<file path="src/sv/crot_pkg.sv">
// ----------------------------------------------------------------------------
// crot_pkg
// Types and constants shared by the circle/rectangle overlap test.
// ----------------------------------------------------------------------------
`default_nettype none

package crot_pkg;

    localparam int SIZE_BITS = 15;   // width, height, radius
    localparam int MAG_BITS  = 16;   // clamped gaps and radius limits
    localparam int SQ_BITS   = 2 * MAG_BITS;

    // kind codes: bit0 = first shape is a circle, bit1 = second shape is a circle
    localparam logic [1:0] KIND_RECT_RECT = 2'd0;
    localparam logic [1:0] KIND_CIRC_RECT = 2'd1;
    localparam logic [1:0] KIND_RECT_CIRC = 2'd2;
    localparam logic [1:0] KIND_CIRC_CIRC = 2'd3;

    // result of the gap stage: either settled, or a distance test still to do
    typedef struct packed {
        logic                decided;
        logic                hit;
        logic [MAG_BITS-1:0] u;
        logic [MAG_BITS-1:0] v;
        logic [MAG_BITS-1:0] lim;
    } t_gap;

    // result of the square stage
    typedef struct packed {
        logic               decided;
        logic               hit;
        logic [SQ_BITS-1:0] uu;
        logic [SQ_BITS-1:0] vv;
        logic [SQ_BITS-1:0] ll;
    } t_sq;

endpackage

`default_nettype wire

</file>
<file path="src/sv/crot_gap.sv">
// ----------------------------------------------------------------------------
// crot_gap
// Gap stage: rectangle test, centre gaps, early reject/accept and clamping.
// ----------------------------------------------------------------------------
`default_nettype none

module crot_gap #(
    parameter int COORD_BITS = 16
) (
    input  logic        [1:0]                     i_kind,
    input  logic signed [COORD_BITS-1:0]          i_first_x,
    input  logic signed [COORD_BITS-1:0]          i_first_y,
    input  logic        [crot_pkg::SIZE_BITS-1:0] i_first_width,
    input  logic        [crot_pkg::SIZE_BITS-1:0] i_first_height,
    input  logic signed [COORD_BITS-1:0]          i_second_x,
    input  logic signed [COORD_BITS-1:0]          i_second_y,
    input  logic        [crot_pkg::SIZE_BITS-1:0] i_second_width,
    input  logic        [crot_pkg::SIZE_BITS-1:0] i_second_height,
    output crot_pkg::t_gap                        o_gap
);

    localparam int MAX_BITS = (COORD_BITS > crot_pkg::SIZE_BITS) ?
                              COORD_BITS : crot_pkg::SIZE_BITS;
    localparam int DW = MAX_BITS + 4;

    logic signed [DW-1:0] ax, ay, aw, ah, bx, by, bw, bh;
    logic signed [DW-1:0] cx, cy, cr, rx, ry, rw, rh;
    logic signed [DW-1:0] gx_d, gy_d, gx, gy, r2;
    logic signed [DW-1:0] dx_d, dy_d, dx, dy, reach;
    logic                 rr_hit;

    assign ax = DW'(i_first_x);
    assign ay = DW'(i_first_y);
    assign aw = DW'({1'b0, i_first_width});
    assign ah = DW'({1'b0, i_first_height});
    assign bx = DW'(i_second_x);
    assign by = DW'(i_second_y);
    assign bw = DW'({1'b0, i_second_width});
    assign bh = DW'({1'b0, i_second_height});

    // both rectangles non-empty and half-open extents intersect
    assign rr_hit = (i_first_width != '0) && (i_first_height != '0) &&
                    (i_second_width != '0) && (i_second_height != '0) &&
                    (ax < bx + bw) && (bx < ax + aw) &&
                    (ay < by + bh) && (by < ay + ah);

    // swap so the circle is always c* and the rectangle r*
    assign cx = (i_kind == crot_pkg::KIND_RECT_CIRC) ? bx : ax;
    assign cy = (i_kind == crot_pkg::KIND_RECT_CIRC) ? by : ay;
    assign cr = (i_kind == crot_pkg::KIND_RECT_CIRC) ? bw : aw;
    assign rx = (i_kind == crot_pkg::KIND_RECT_CIRC) ? ax : bx;
    assign ry = (i_kind == crot_pkg::KIND_RECT_CIRC) ? ay : by;
    assign rw = (i_kind == crot_pkg::KIND_RECT_CIRC) ? aw : bw;
    assign rh = (i_kind == crot_pkg::KIND_RECT_CIRC) ? ah : bh;

    // doubled coordinates keep the rectangle centre exact
    assign gx_d = (cx <<< 1) - ((rx <<< 1) + rw);
    assign gy_d = (cy <<< 1) - ((ry <<< 1) + rh);
    assign gx   = gx_d[DW-1] ? -gx_d : gx_d;
    assign gy   = gy_d[DW-1] ? -gy_d : gy_d;
    assign r2   = cr <<< 1;

    assign dx_d  = ax - bx;
    assign dy_d  = ay - by;
    assign dx    = dx_d[DW-1] ? -dx_d : dx_d;
    assign dy    = dy_d[DW-1] ? -dy_d : dy_d;
    assign reach = aw + bw;

    always_comb begin
        o_gap.decided = 1'b1;
        o_gap.hit     = 1'b0;
        o_gap.u       = '0;
        o_gap.v       = '0;
        o_gap.lim     = '0;
        case (i_kind)
            crot_pkg::KIND_RECT_RECT: begin
                o_gap.hit = rr_hit;
            end
            crot_pkg::KIND_CIRC_CIRC: begin
                // drop far pairs before squaring; the rest fit in 16 bits
                if (!(dx > reach || dy > reach)) begin
                    o_gap.decided = 1'b0;
                    o_gap.u       = crot_pkg::MAG_BITS'(dx);
                    o_gap.v       = crot_pkg::MAG_BITS'(dy);
                    o_gap.lim     = crot_pkg::MAG_BITS'(reach);
                end
            end
            default: begin
                if (gx > rw + r2 || gy > rh + r2) begin
                    o_gap.hit = 1'b0;
                end else if (gx <= rw || gy <= rh) begin
                    o_gap.hit = 1'b1;
                end else begin
                    // corner region: distance to the nearest corner
                    o_gap.decided = 1'b0;
                    o_gap.u       = crot_pkg::MAG_BITS'(gx - rw);
                    o_gap.v       = crot_pkg::MAG_BITS'(gy - rh);
                    o_gap.lim     = crot_pkg::MAG_BITS'(r2);
                end
            end
        endcase
    end

endmodule

`default_nettype wire

</file>
<file path="config.mk">
export PLATFORM = sky130hd
export DESIGN_NAME = crot_gap
export DESIGN_NICKNAME = d
export VERILOG_FILES = /design/src/sv/crot_pkg.sv /design/src/sv/crot_gap.sv
export SDC_FILE = /design/constraint.sdc
export NUM_CORES = 1
export LEC_CHECK = 0
export ABC_AREA = 1
export BUFFER_PORTS_ARGS = -buffer_cell sky130_fd_sc_hd__buf_2
export CAP_MARGIN = 20
export CORE_ASPECT_RATIO = 2
export CORE_MARGIN = 3
export CORE_UTILIZATION = 60
export DETAILED_ROUTE_END_ITERATION = 16
export GPL_ROUTABILITY_DRIVEN = 0
export MAX_ROUTING_LAYER = met4
export PLACE_DENSITY = 0.82
export SYNTH_ARGS = -nofsm -noshare
export SYNTH_HDL_FRONTEND = slang
export SYNTH_SLANG_ARGS = --single-unit
</file>
<file path="constraint.sdc">
create_clock -name vclk -period 8.5
set_clock_uncertainty 0.2 [all_clocks]
set_input_delay 0.85 -clock vclk [all_inputs]
set_output_delay 0.85 -clock vclk [all_outputs]
set_load 0.02 [all_outputs]
</file>
==> impl_metrics.ini, run 1 <==
[outcome]
status = completed

[yosys]
yosysSeqAreaShare_pct = 0
netlist_instances = 2919
yosysWarnings = 0
synth.distinct_cells = 65
syn_area_sq_um = 17500
syn_area_per_cell_sq_um = 5.99

[detailed_routing]
drt-total-wl_um = 72300
dr_wl_met2_um = 33700
routedWlPerCell_um = 20.8
drtAntennaViolNets = 0
dr.pass1.iters = 10
routed.top_layer = met4
vias = 21500
viasPerCell = 6.20
met1_length_um = 21000
wl_met3_um = 7030
drt_iter0_drc = 2051
drc = 0

[grt]
gr-total-overflow = 0
grtUsageTotal_pct = 45.7
grt_max_degree = 98
grt_pass1_vias = 21000
antenna_found_initial = 2
grt_pass1_wl_um = 109000

[finish]
seq_area_sq_um = 0
clock_buffers = 0
drive_gt1_share_pct = 12.1
seq_cells = 0
area_growth_pct = 9.75
layout.nets = 3608

[sta]
worstMarginPinSlew_ns = 1.32
hold_violations = 0
slew_headroom_pct = 11.2
timing.fmax_mhz = 122
drv_slew = 0
fin_crit_sh_pct = 96.3
setup_viol = 0
fin_crit_ns = 8.18
timing.setup.tns_ns = 0
hold_slack_ns = 2.07

[die]
core_area_sq_um = 28400
initial_core_util_pct = 61.5
die_h_um = 247
die_w_um = 127
dieArea_sq_um = 31300
core.rowCount = 87
io_pins = 176

[setup_path]
crit_arrival_ns = 7.13
crit_path_end_kind = output pin
cp_max_fo = 49
worst_path_max_delay_cell = fa_1
worst_path_most_repeated_cell = nand2_1
worstPathRequired_ns = 7.45
crit_type = input pin to output pin
crit_path_max_incr_delay_ns = 0.56
start_kind = input pin

[placed_design]
dpl.hpwl_um = 59500
numPortBuffers = 176

[worst_hold_path]
hp-class = input pin to output pin

[clock_tree]
ctsHoldBuffers = 0

[run]
drv_cap = 0
-- layout make-up --
class              count  area (sq um)
multi-input cells   2340         15300
fillers             2616          9230
inverters            532          2000
repair buffers       240          1430
well taps            356           445
diodes                 2          5.00
-- kinds of logic (layout without fill, tap and decap cells) --
kind of cell | count (synthesis) | in the layout | synth area share (%)
AND/OR/NAND/NOR | 1246 | 1246 | 31.9
buffers and inverters | 580 | 772 | 13.0
AO/OA/AOI/OAI | 524 | 524 | 17.0
adder cells (fa/ha/maj) | 368 | 368 | 28.0
XOR/XNOR | 200 | 200 | 10.1
other | 1 | 4 | 0.0215
-- cell usage after synthesis, types with 5 or more instances --
cell type | number | area (sq um)
fa_1 | 39 | 781
nor2_4 | 5 | 56.3
o2111ai_1 | 6 | 52.6
nand3_1 | 112 | 561
a21boi_0 | 5 | 37.5
inv_2 | 18 | 67.6
nand2_1 | 681 | 2560
a21o_1 | 7 | 52.6
a31oi_1 | 13 | 81.3
o21ai_1 | 5 | 25.0
nor2_1 | 198 | 743
buf_6 | 7 | 78.8
buf_2 | 10 | 50.1
or2_0 | 6 | 37.5
clkbuf_1 | 25 | 93.8
a21oi_1 | 219 | 1100
xnor2_1 | 48 | 420
o21bai_1 | 46 | 345
o211ai_1 | 19 | 143
or2_2 | 23 | 144
nand3_2 | 10 | 100
nor4_1 | 11 | 68.8
nand2_4 | 6 | 67.6
nor2_2 | 13 | 81.3
inv_1 | 511 | 1920
o31ai_1 | 5 | 37.5
nor3_1 | 35 | 175
nand4_1 | 96 | 601
nand2_2 | 27 | 169
nand3b_1 | 11 | 82.6
ha_1 | 329 | 4120
o21ai_0 | 171 | 856
xor2_1 | 150 | 1310
buf_4 | 6 | 45.0
-- worst max-delay path, delay by kind of cell --
family          cells  cell delay (ns)
xor+xnor            2             0.53
simple gates       15             2.01
fa+ha+maj           4             1.43
buf+inv            10             1.27
compound gates      4             0.99
-- cells in the final DEF, fill, tap and decap left out, types with 15 or more instances in the layout --
master / count
inv_1: 508
nor3_1: 35
o21ai_1: 15
fa_1: 39
inv_2: 20
o21ai_0: 158
o21bai_1: 46
xor2_1: 150
nand4_1: 96
a21oi_1: 217
xnor2_1: 47
buf_2: 177
nand2_1: 680
nand2_2: 28
buf_4: 58
nand3_1: 112
or2_2: 23
o211ai_1: 19
nor2_1: 198
ha_1: 324
-- final timing paths --
kind,startpoint,end,slack (ns),cells after the start
worst max-delay path,i_kind[0],o_gap[48],0.32,35
worst min-delay path,i_second_x[0],o_gap[32],2.07,4
-- layer usage --
metal  vias up  GRT usage, %
li1       9971             -
met1      9468          39.9
met2      1372          76.8
met3       686          10.8
met4         0          48.2
met5         -             -
-- metrics by stage --
step	cells	setup slack [ns]	area, sq um	utilization [%]
3_5_place_dp	3455	-0.261	19000	66.7
3_3_place_gp	3455	-0.171	19000	66.7
4_1_cts	3455	0.0367	19000	66.7
2_1_floorplan	2920	0.703	17500	-
5_1_grt	3470	-0.0407	19200	67.5
6_report	3470	0.315	19200	67.5
-- timing repair --
action | in CTS | in global routing
buffers inserted | 0 | 9
pin swaps | 0 | 6
endpoints found under the setup margin | 47 | 47
hold endpoints to repair | 0 | 0
resized for setup | 1 | 33
cloned | 0 | 2
==> inputs of run 2 (changes only) <==
--- a/config.mk
+++ b/config.mk
@@ -5,7 +5,7 @@
 export SDC_FILE = /design/constraint.sdc
 export NUM_CORES = 1
 export LEC_CHECK = 0
-export ABC_AREA = 1
+export ABC_AREA = 0
 export BUFFER_PORTS_ARGS = -buffer_cell sky130_fd_sc_hd__buf_2
 export CAP_MARGIN = 20
 export CORE_ASPECT_RATIO = 2
==> constraint.sdc (replaced) <==
create_clock -name vclk -period 9.5
set_clock_uncertainty 0.2 [all_clocks]
set_input_delay 0.95 -clock vclk [all_inputs]
set_output_delay 0.95 -clock vclk [all_outputs]
set_load 0.02 [all_outputs]
==> impl_metrics.ini, run 2 <==
[yosys]
yosys-top-cells-count = ha_1, inv_1, a21oi_1
netlist_instances = 2184
yosysMostFrequentCell = ha_1
synth_mux_area_share_pct = 5.22
syn_area_sq_um = 16000
synth_fa_ha_area_share_pct = 30.6
synthSimpleGateAreaFrac_pct = 18.1
syn_area_per_cell_sq_um = 7.33
synth.distinct_cells = 91
synth_xor_area_share_pct = 11.2
yosysWarnings = 0
yosysTopAreaCellShare_pct = 25.7
yosysTopAreaCell = ha_1
yosysSeqAreaShare_pct = 0
synth_compound_area_share_pct = 28.1
synth_top_family_by_area = adder cells
synthTopCellsByArea = ha_1, xnor2_1, inv_1

[outcome]
haltStage = global routing (5_1_grt)
stop_error = [ERROR GRT-0116] Global routing finished with congestion. Check the congestion regions in the DRC Viewer.
status = aborted with a tool error

[grt]
grt_pass1_vias = 19800
grt_max_degree = 50
grt_pass1_wl_um = 110000
gr-total-overflow = 9
grtUsageTotal_pct = 50.8

[clock_tree]
post-cts-setup-buffers = 0
ctsHoldBuffers = 0

[placed_design]
dpl.hpwl_um = 55900
place_inst = 2739
post-place-ws_ns = -0.207
numPortBuffers = 176

[die]
die_w_um = 121
core.rowCount = 84
initial_core_util_pct = 60.9
die_h_um = 237
io_pins = 176
-- run 2: cell count changes after synthesis, sizes merged, moves of 57 or more --
cell | before | now
xor2 | 151 | 81
a21oi | 223 | 166
nor2 | 216 | 122
nand4 | 97 | 27
mux2i | 0 | 63
xnor2 | 49 | 122
inv | 531 | 250
nand3 | 124 | 39
nand2 | 715 | 120
a21o | 7 | 72
-- run 2: through the flow --
stage,TNS (ns),util [%],instance area [sq um]
CTS,0,67.5,17700
detailed placement,-2.37,67.4,17700
global placement,-0.0340,67.4,17700
floorplan,0,-,16000
-- run 2: logic make-up after synthesis --
family / count (synthesis)
AO/OA/AOI/OAI: 685
XOR/XNOR: 203
adder cells (fa/ha/maj): 368
buffers and inverters: 287
multiplexers: 80
other: 1
AND/OR/NAND/NOR: 560
-- run 2: routing by layer --
layer	GRT usage, %	overflow
met5	-	-
met4	57.9	2
met3	20.9	0
met2	76.2	7
met1	43.8	0
-- run 2: what timing repair did --
item,in CTS
pin swaps,1
resized for setup,2
setup endpoints to repair,35
==> inputs of run 3 (changes only) <==
--- a/config.mk
+++ b/config.mk
@@ -8,13 +8,11 @@
 export ABC_AREA = 0
 export BUFFER_PORTS_ARGS = -buffer_cell sky130_fd_sc_hd__buf_2
 export CAP_MARGIN = 20
-export CORE_ASPECT_RATIO = 2
 export CORE_MARGIN = 3
-export CORE_UTILIZATION = 60
+export CORE_UTILIZATION = 40
 export DETAILED_ROUTE_END_ITERATION = 16
 export GPL_ROUTABILITY_DRIVEN = 0
-export MAX_ROUTING_LAYER = met4
-export PLACE_DENSITY = 0.82
+export PLACE_DENSITY_LB_ADDON = 0.15
 export SYNTH_ARGS = -nofsm -noshare
 export SYNTH_HDL_FRONTEND = slang
 export SYNTH_SLANG_ARGS = --single-unit
==> impl_metrics.ini, run 3 <==
[finish]
seq_area_sq_um = 0
diodes = 0
clock_buffers = 0
final_cell_mix = ha_1, inv_1, buf_2
drive_gt1_share_pct = 12.9
fillers = 4000
layout.nets = 2879
area_growth_pct = 12.6
final_common_cell = ha_1
seq_cells = 0
instances_no_fill = 2901

[yosys]
yosysTopAreaCell = ha_1
syn_area_sq_um = 16000
yosysMostFrequentCell = ha_1
yosysTopAreaCellShare_pct = 25.7
netlist_instances = 2184
yosysWarnings = 0
yosys-top-cells-count = ha_1, inv_1, a21oi_1
yosysSeqAreaShare_pct = 0
syn_area_per_cell_sq_um = 7.33
synthTopCellsByArea = ha_1, xnor2_1, inv_1
synth.distinct_cells = 91

[detailed_routing]
viasPerCell = 5.90
vias = 17100
dr.pass1.iters = 5
drt_iter0_drc = 1112
routedWlPerCell_um = 20.5
wl_met3_um = 2860
met1_length_um = 24100
routed.top_layer = met4
drtAntennaViolNets = 0
dr_wl_met2_um = 29600
drt-total-wl_um = 59400
drc = 0

[run]
drv_cap = 0

[setup_path]
start_kind = input pin
cp_max_fo = 22
cp-startpoint = i_first_y[0]
crit_path_end_kind = output pin
worstPathRequired_ns = 8.35
crit_arrival_ns = 8.08
crit_type = input pin to output pin
critical_path.endpoint = o_gap[6]

[sta]
hold_violations = 0
fin_crit_sh_pct = 97.2
fin_crit_ns = 9.23
hold_slack_ns = 2.33
grt_setup_unrepaired = yes
timing.setup.tns_ns = 0
worstMarginPinSlew_ns = 0.903
layout_setup_ws_ns = 0.268
timing.fmax_mhz = 108
slew_headroom_pct = 39.3
setup_viol = 0
drv_slew = 0

[grt]
grt_pass1_wl_um = 89900
gr-total-overflow = 0
antenna_found_initial = 1
grtUsageTotal_pct = 26.8
grt_pass1_vias = 16800
grt_max_degree = 46

[pwr]
p_leak_nw = 8.77
clockPowerShare_pct = 0
peakVddDrop_uv = 93.9
switchingPower_w = 0.00222
seq_power_share_pct = 0
power_frac_comb_pct = 100.0
p_per_area_nw_per_um2 = 206
switching_share_pct = 59.7
power_w = 0.00371
internal-power_w = 0.00150

[placed_design]
post-place-ws_ns = 0.0667
place_inst = 2892
numPortBuffers = 176
dpl.hpwl_um = 52100

[outcome]
status = completed

[die]
die_h_um = 206
core.rowCount = 72
initial_core_util_pct = 40.9
core_area_sq_um = 39100
die_w_um = 206
dieArea_sq_um = 42400
io_pins = 176

[worst_hold_path]
hp-class = input pin to output pin

[clock_tree]
ctsHoldBuffers = 0
-- run 3: worst min path at each step --
stage                  start   endpoint  slack (ns)  depth (start not counted)
2_1_floorplan  i_second_x[0]  o_gap[32]        1.96                          2
3_3_place_gp   i_second_x[0]  o_gap[32]        2.34                          4
3_5_place_dp   i_second_y[0]  o_gap[16]        2.33                          4
4_1_cts            i_kind[0]  o_gap[49]        2.34                          5
5_1_grt        i_second_y[0]  o_gap[16]        2.37                          4
6_report           i_kind[0]  o_gap[49]        2.33                          5
-- run 3: cell type report --
type | count | area [sq um] | area share (%)
repair buffers | 234 | 1390 | 7.72
inverters | 251 | 942 | 5.23
well taps | 518 | 648 | 3.60
multi-input cells | 1898 | 15000 | 83.4
-- run 3: metal layers --
| layer | vias to the layer above | track usage, % |
|---|---|---|
| met5 | - | 0 |
| met4 | 0 | 10.4 |
| met3 | 132 | 1.17 |
| met2 | 555 | 50.5 |
| met1 | 8031 | 32.0 |
| li1 | 8405 | - |
-- run 3: through the flow --
stage,util (%),instance area (sq um)
floorplan,-,16000
global placement,45.5,17800
detailed placement,45.5,17800
CTS,45.5,17800
global route,46.1,18000
finish,46.1,18000
-- run 3: critical path, cell delays in order --
cell	delay, ns
buf_2	0.15
inv_1	0.07
ha_1	0.16
inv_1	0.05
fa_1	0.40
a21o_1	0.19
a21oi_2	0.22
xnor2_1	0.16
or3_1	0.38
or3_1	0.43
or3_1	0.43
or2_2	0.35
o21a_1	0.21
xnor2_1	0.35
inv_1	0.11
ha_1	0.31
nand4_1	0.27
or4_1	0.65
a21oi_1	0.19
o31ai_1	0.17
a41oi_1	0.30
buf_4	0.20
o41a_1	0.21
nand3b_1	0.14
buf_12	0.18
buf_4	0.22
o21ai_0	0.36
buf_2	0.25
-- run 3: kinds of logic (layout without fill, tap and decap cells) --
kind of cell / count (synthesis) / count (layout) / share of synthesized area (%)
adder cells (fa/ha/maj): 368 / 368 / 30.6
buffers and inverters: 287 / 485 / 6.88
AO/OA/AOI/OAI: 685 / 685 / 28.1
multiplexers: 80 / 80 / 5.22
XOR/XNOR: 203 / 203 / 11.2
other: 1 / 2 / 0.0234
AND/OR/NAND/NOR: 560 / 560 / 18.1
-- run 3: repair_timing --
item                                    in CTS  in global routing
resized for setup                            0                 27
setup buffers                                0                  8
endpoints found under the setup margin       0                 47
-- run 3: power by group through the flow --
| stage | clock (W) | sequential (W) | combinational (W) |
|---|---|---|---|
| after floorplan | 0 | 0 | 0.00256 |
| after global placement | 0 | 0 | 0.00356 |
| after detailed placement | 0 | 0 | 0.00359 |
| after CTS | 0 | 0 | 0.00362 |
| after global routing | 0 | 0 | 0.00408 |
| final | 0 | 0 | 0.00371 |
Note: power is estimated with default switching activity, not from simulation.
==> inputs of run 4 (changes only) <==
--- a/config.mk
+++ b/config.mk
@@ -12,6 +12,7 @@
 export CORE_UTILIZATION = 40
 export DETAILED_ROUTE_END_ITERATION = 16
 export GPL_ROUTABILITY_DRIVEN = 0
+export MAX_ROUTING_LAYER = met4
 export PLACE_DENSITY_LB_ADDON = 0.15
 export SYNTH_ARGS = -nofsm -noshare
 export SYNTH_HDL_FRONTEND = slang
==> impl_metrics.ini, run 4 (same netlist as run 3, synthesis figures left out) <==
[finish]
seq_cells = 0
drive_gt1_share_pct = 12.9
final_common_cell = ha_1
clock_buffers = 0
final_cell_mix = ha_1, inv_1, buf_2
final_area_sq_um = 18000
fillers = 4000
seq_area_sq_um = 0
area_growth_pct = 12.6
layout.nets = 2879

[setup_path]
path_delay_family = simple AND/OR/NAND/NOR gates
crit_type = input pin to output pin
crit_path_max_incr_delay_ns = 0.65
worstPathRequired_ns = 8.35
crit_arrival_ns = 8.07
cp_max_fo = 22
start_kind = input pin
crit_path_end_kind = output pin
worst_path_max_delay_cell = or4_1
crit_buf_inv = 8
cp-startpoint = i_first_y[0]

[sta]
grt_setup_unrepaired = yes
timing.fmax_mhz = 108
fin_crit_sh_pct = 97.0
hold_violations = 0
setup_viol = 0
worstMarginPinSlew_ns = 0.893
slew_headroom_pct = 40.0
hold_slack_ns = 2.33
drv_slew = 0
fin_crit_ns = 9.22

[die]
die_h_um = 206
core.rowCount = 72
io_pins = 176
die_w_um = 206
core_area_sq_um = 39100
initial_core_util_pct = 40.9
dieArea_sq_um = 42400

[pwr]
p_per_area_nw_per_um2 = 206
internal-power_w = 0.00150
seq_power_share_pct = 0
power_frac_comb_pct = 100.0
switching_share_pct = 59.7
peakVddDrop_uv = 92.1
power_w = 0.00371
switchingPower_w = 0.00221
clockPowerShare_pct = 0
p_leak_nw = 8.77

[grt]
grt_pass1_vias = 16800
grt_pass1_wl_um = 90000
gr-total-overflow = 0
grtUsageTotal_pct = 27.6
grt_max_degree = 46
antenna_found_initial = 1

[placed_design]
numPortBuffers = 176
placed_area_sq_um = 17800
dpl.hpwl_um = 52100

[worst_hold_path]
hp-start = i_kind[0]
hp-class = input pin to output pin

[detailed_routing]
drt-total-wl_um = 59300
vias = 17200
drc = 0
routedWlPerCell_um = 20.4
dr.pass1.iters = 5
viasPerCell = 5.92
drtAntennaViolNets = 0
drt_iter0_drc = 1116

[outcome]
status = completed

[run]
drv_cap = 0

[clock_tree]
ctsHoldBuffers = 0
==> run 4: cell types whose count changed in the layout (fill, tap and decap cells not counted), sizes merged <==
cell	before	now
diode	0	1
==> run 4: through the flow <==
| step | utilization, % | setup TNS, ns | setup slack, ns | cells |
|---|---|---|---|---|
| detailed placement | 45.5 | 0 | 0.0667 | 2892 |
| CTS | 45.5 | 0 | 0.0387 | 2892 |
| finish | 46.1 | 0 | 0.280 | 2902 |
| global placement | 45.5 | 0 | 0.101 | 2892 |
| floorplan | - | 0 | 0.164 | 2185 |
| global route | 46.1 | -0.0351 | -0.0351 | 2902 |
==> run 4: cell type report <==
class / count / area [sq um] / area share (%)
Timing Repair Buffer: 234 / 1390 / 7.72
Multi-Input combinational cell: 1898 / 15000 / 83.4
Antenna cell: 1 / 2.50 / 0.0139
Inverter: 251 / 942 / 5.23
Tap cell: 518 / 648 / 3.60
==> run 4: timing repair <==
action / 4_1_cts / 5_1_grt
setup endpoints to repair: 0 / 47
gates resized for setup: 0 / 28
setup buffers: 0 / 8
==> run 4: metal layers <==
| metal | share of wire (%) | global-route usage (%) | vias up |
|---|---|---|---|
| met4 | 4.8 | 10.2 | 0 |
| li1 | - | - | 8398 |
| met3 | 4.1 | 0.835 | 138 |
| met2 | 50 | 50.5 | 519 |
| met1 | 41 | 32.2 | 8132 |
| met5 | 0 | - | - |
==> run 4: power groups by stage <==
stage / clock network (W) / logic, W / registers [W]
after floorplan: 0 / 0.00256 / 0
after global placement: 0 / 0.00356 / 0
after detailed placement: 0 / 0.00359 / 0
after CTS: 0 / 0.00362 / 0
after global routing: 0.00000000000674 / 0.00408 / 0
final: 0.00000000000329 / 0.00371 / 0
==> run 4: tightest hold or removal path, stage by stage <==
cell	delay, ns
buf_2	0.09
ha_1	0.15
nor2b_1	0.13
o31a_1	0.12
buf_2	0.15
==> run 4: worst paths after layout <==
| check | depth (start not counted) | slack [ns] | endpoint |
|---|---|---|---|
| setup / recovery | 28 | 0.28 | o_gap[6] |
| hold / removal | 5 | 2.33 | o_gap[49] |
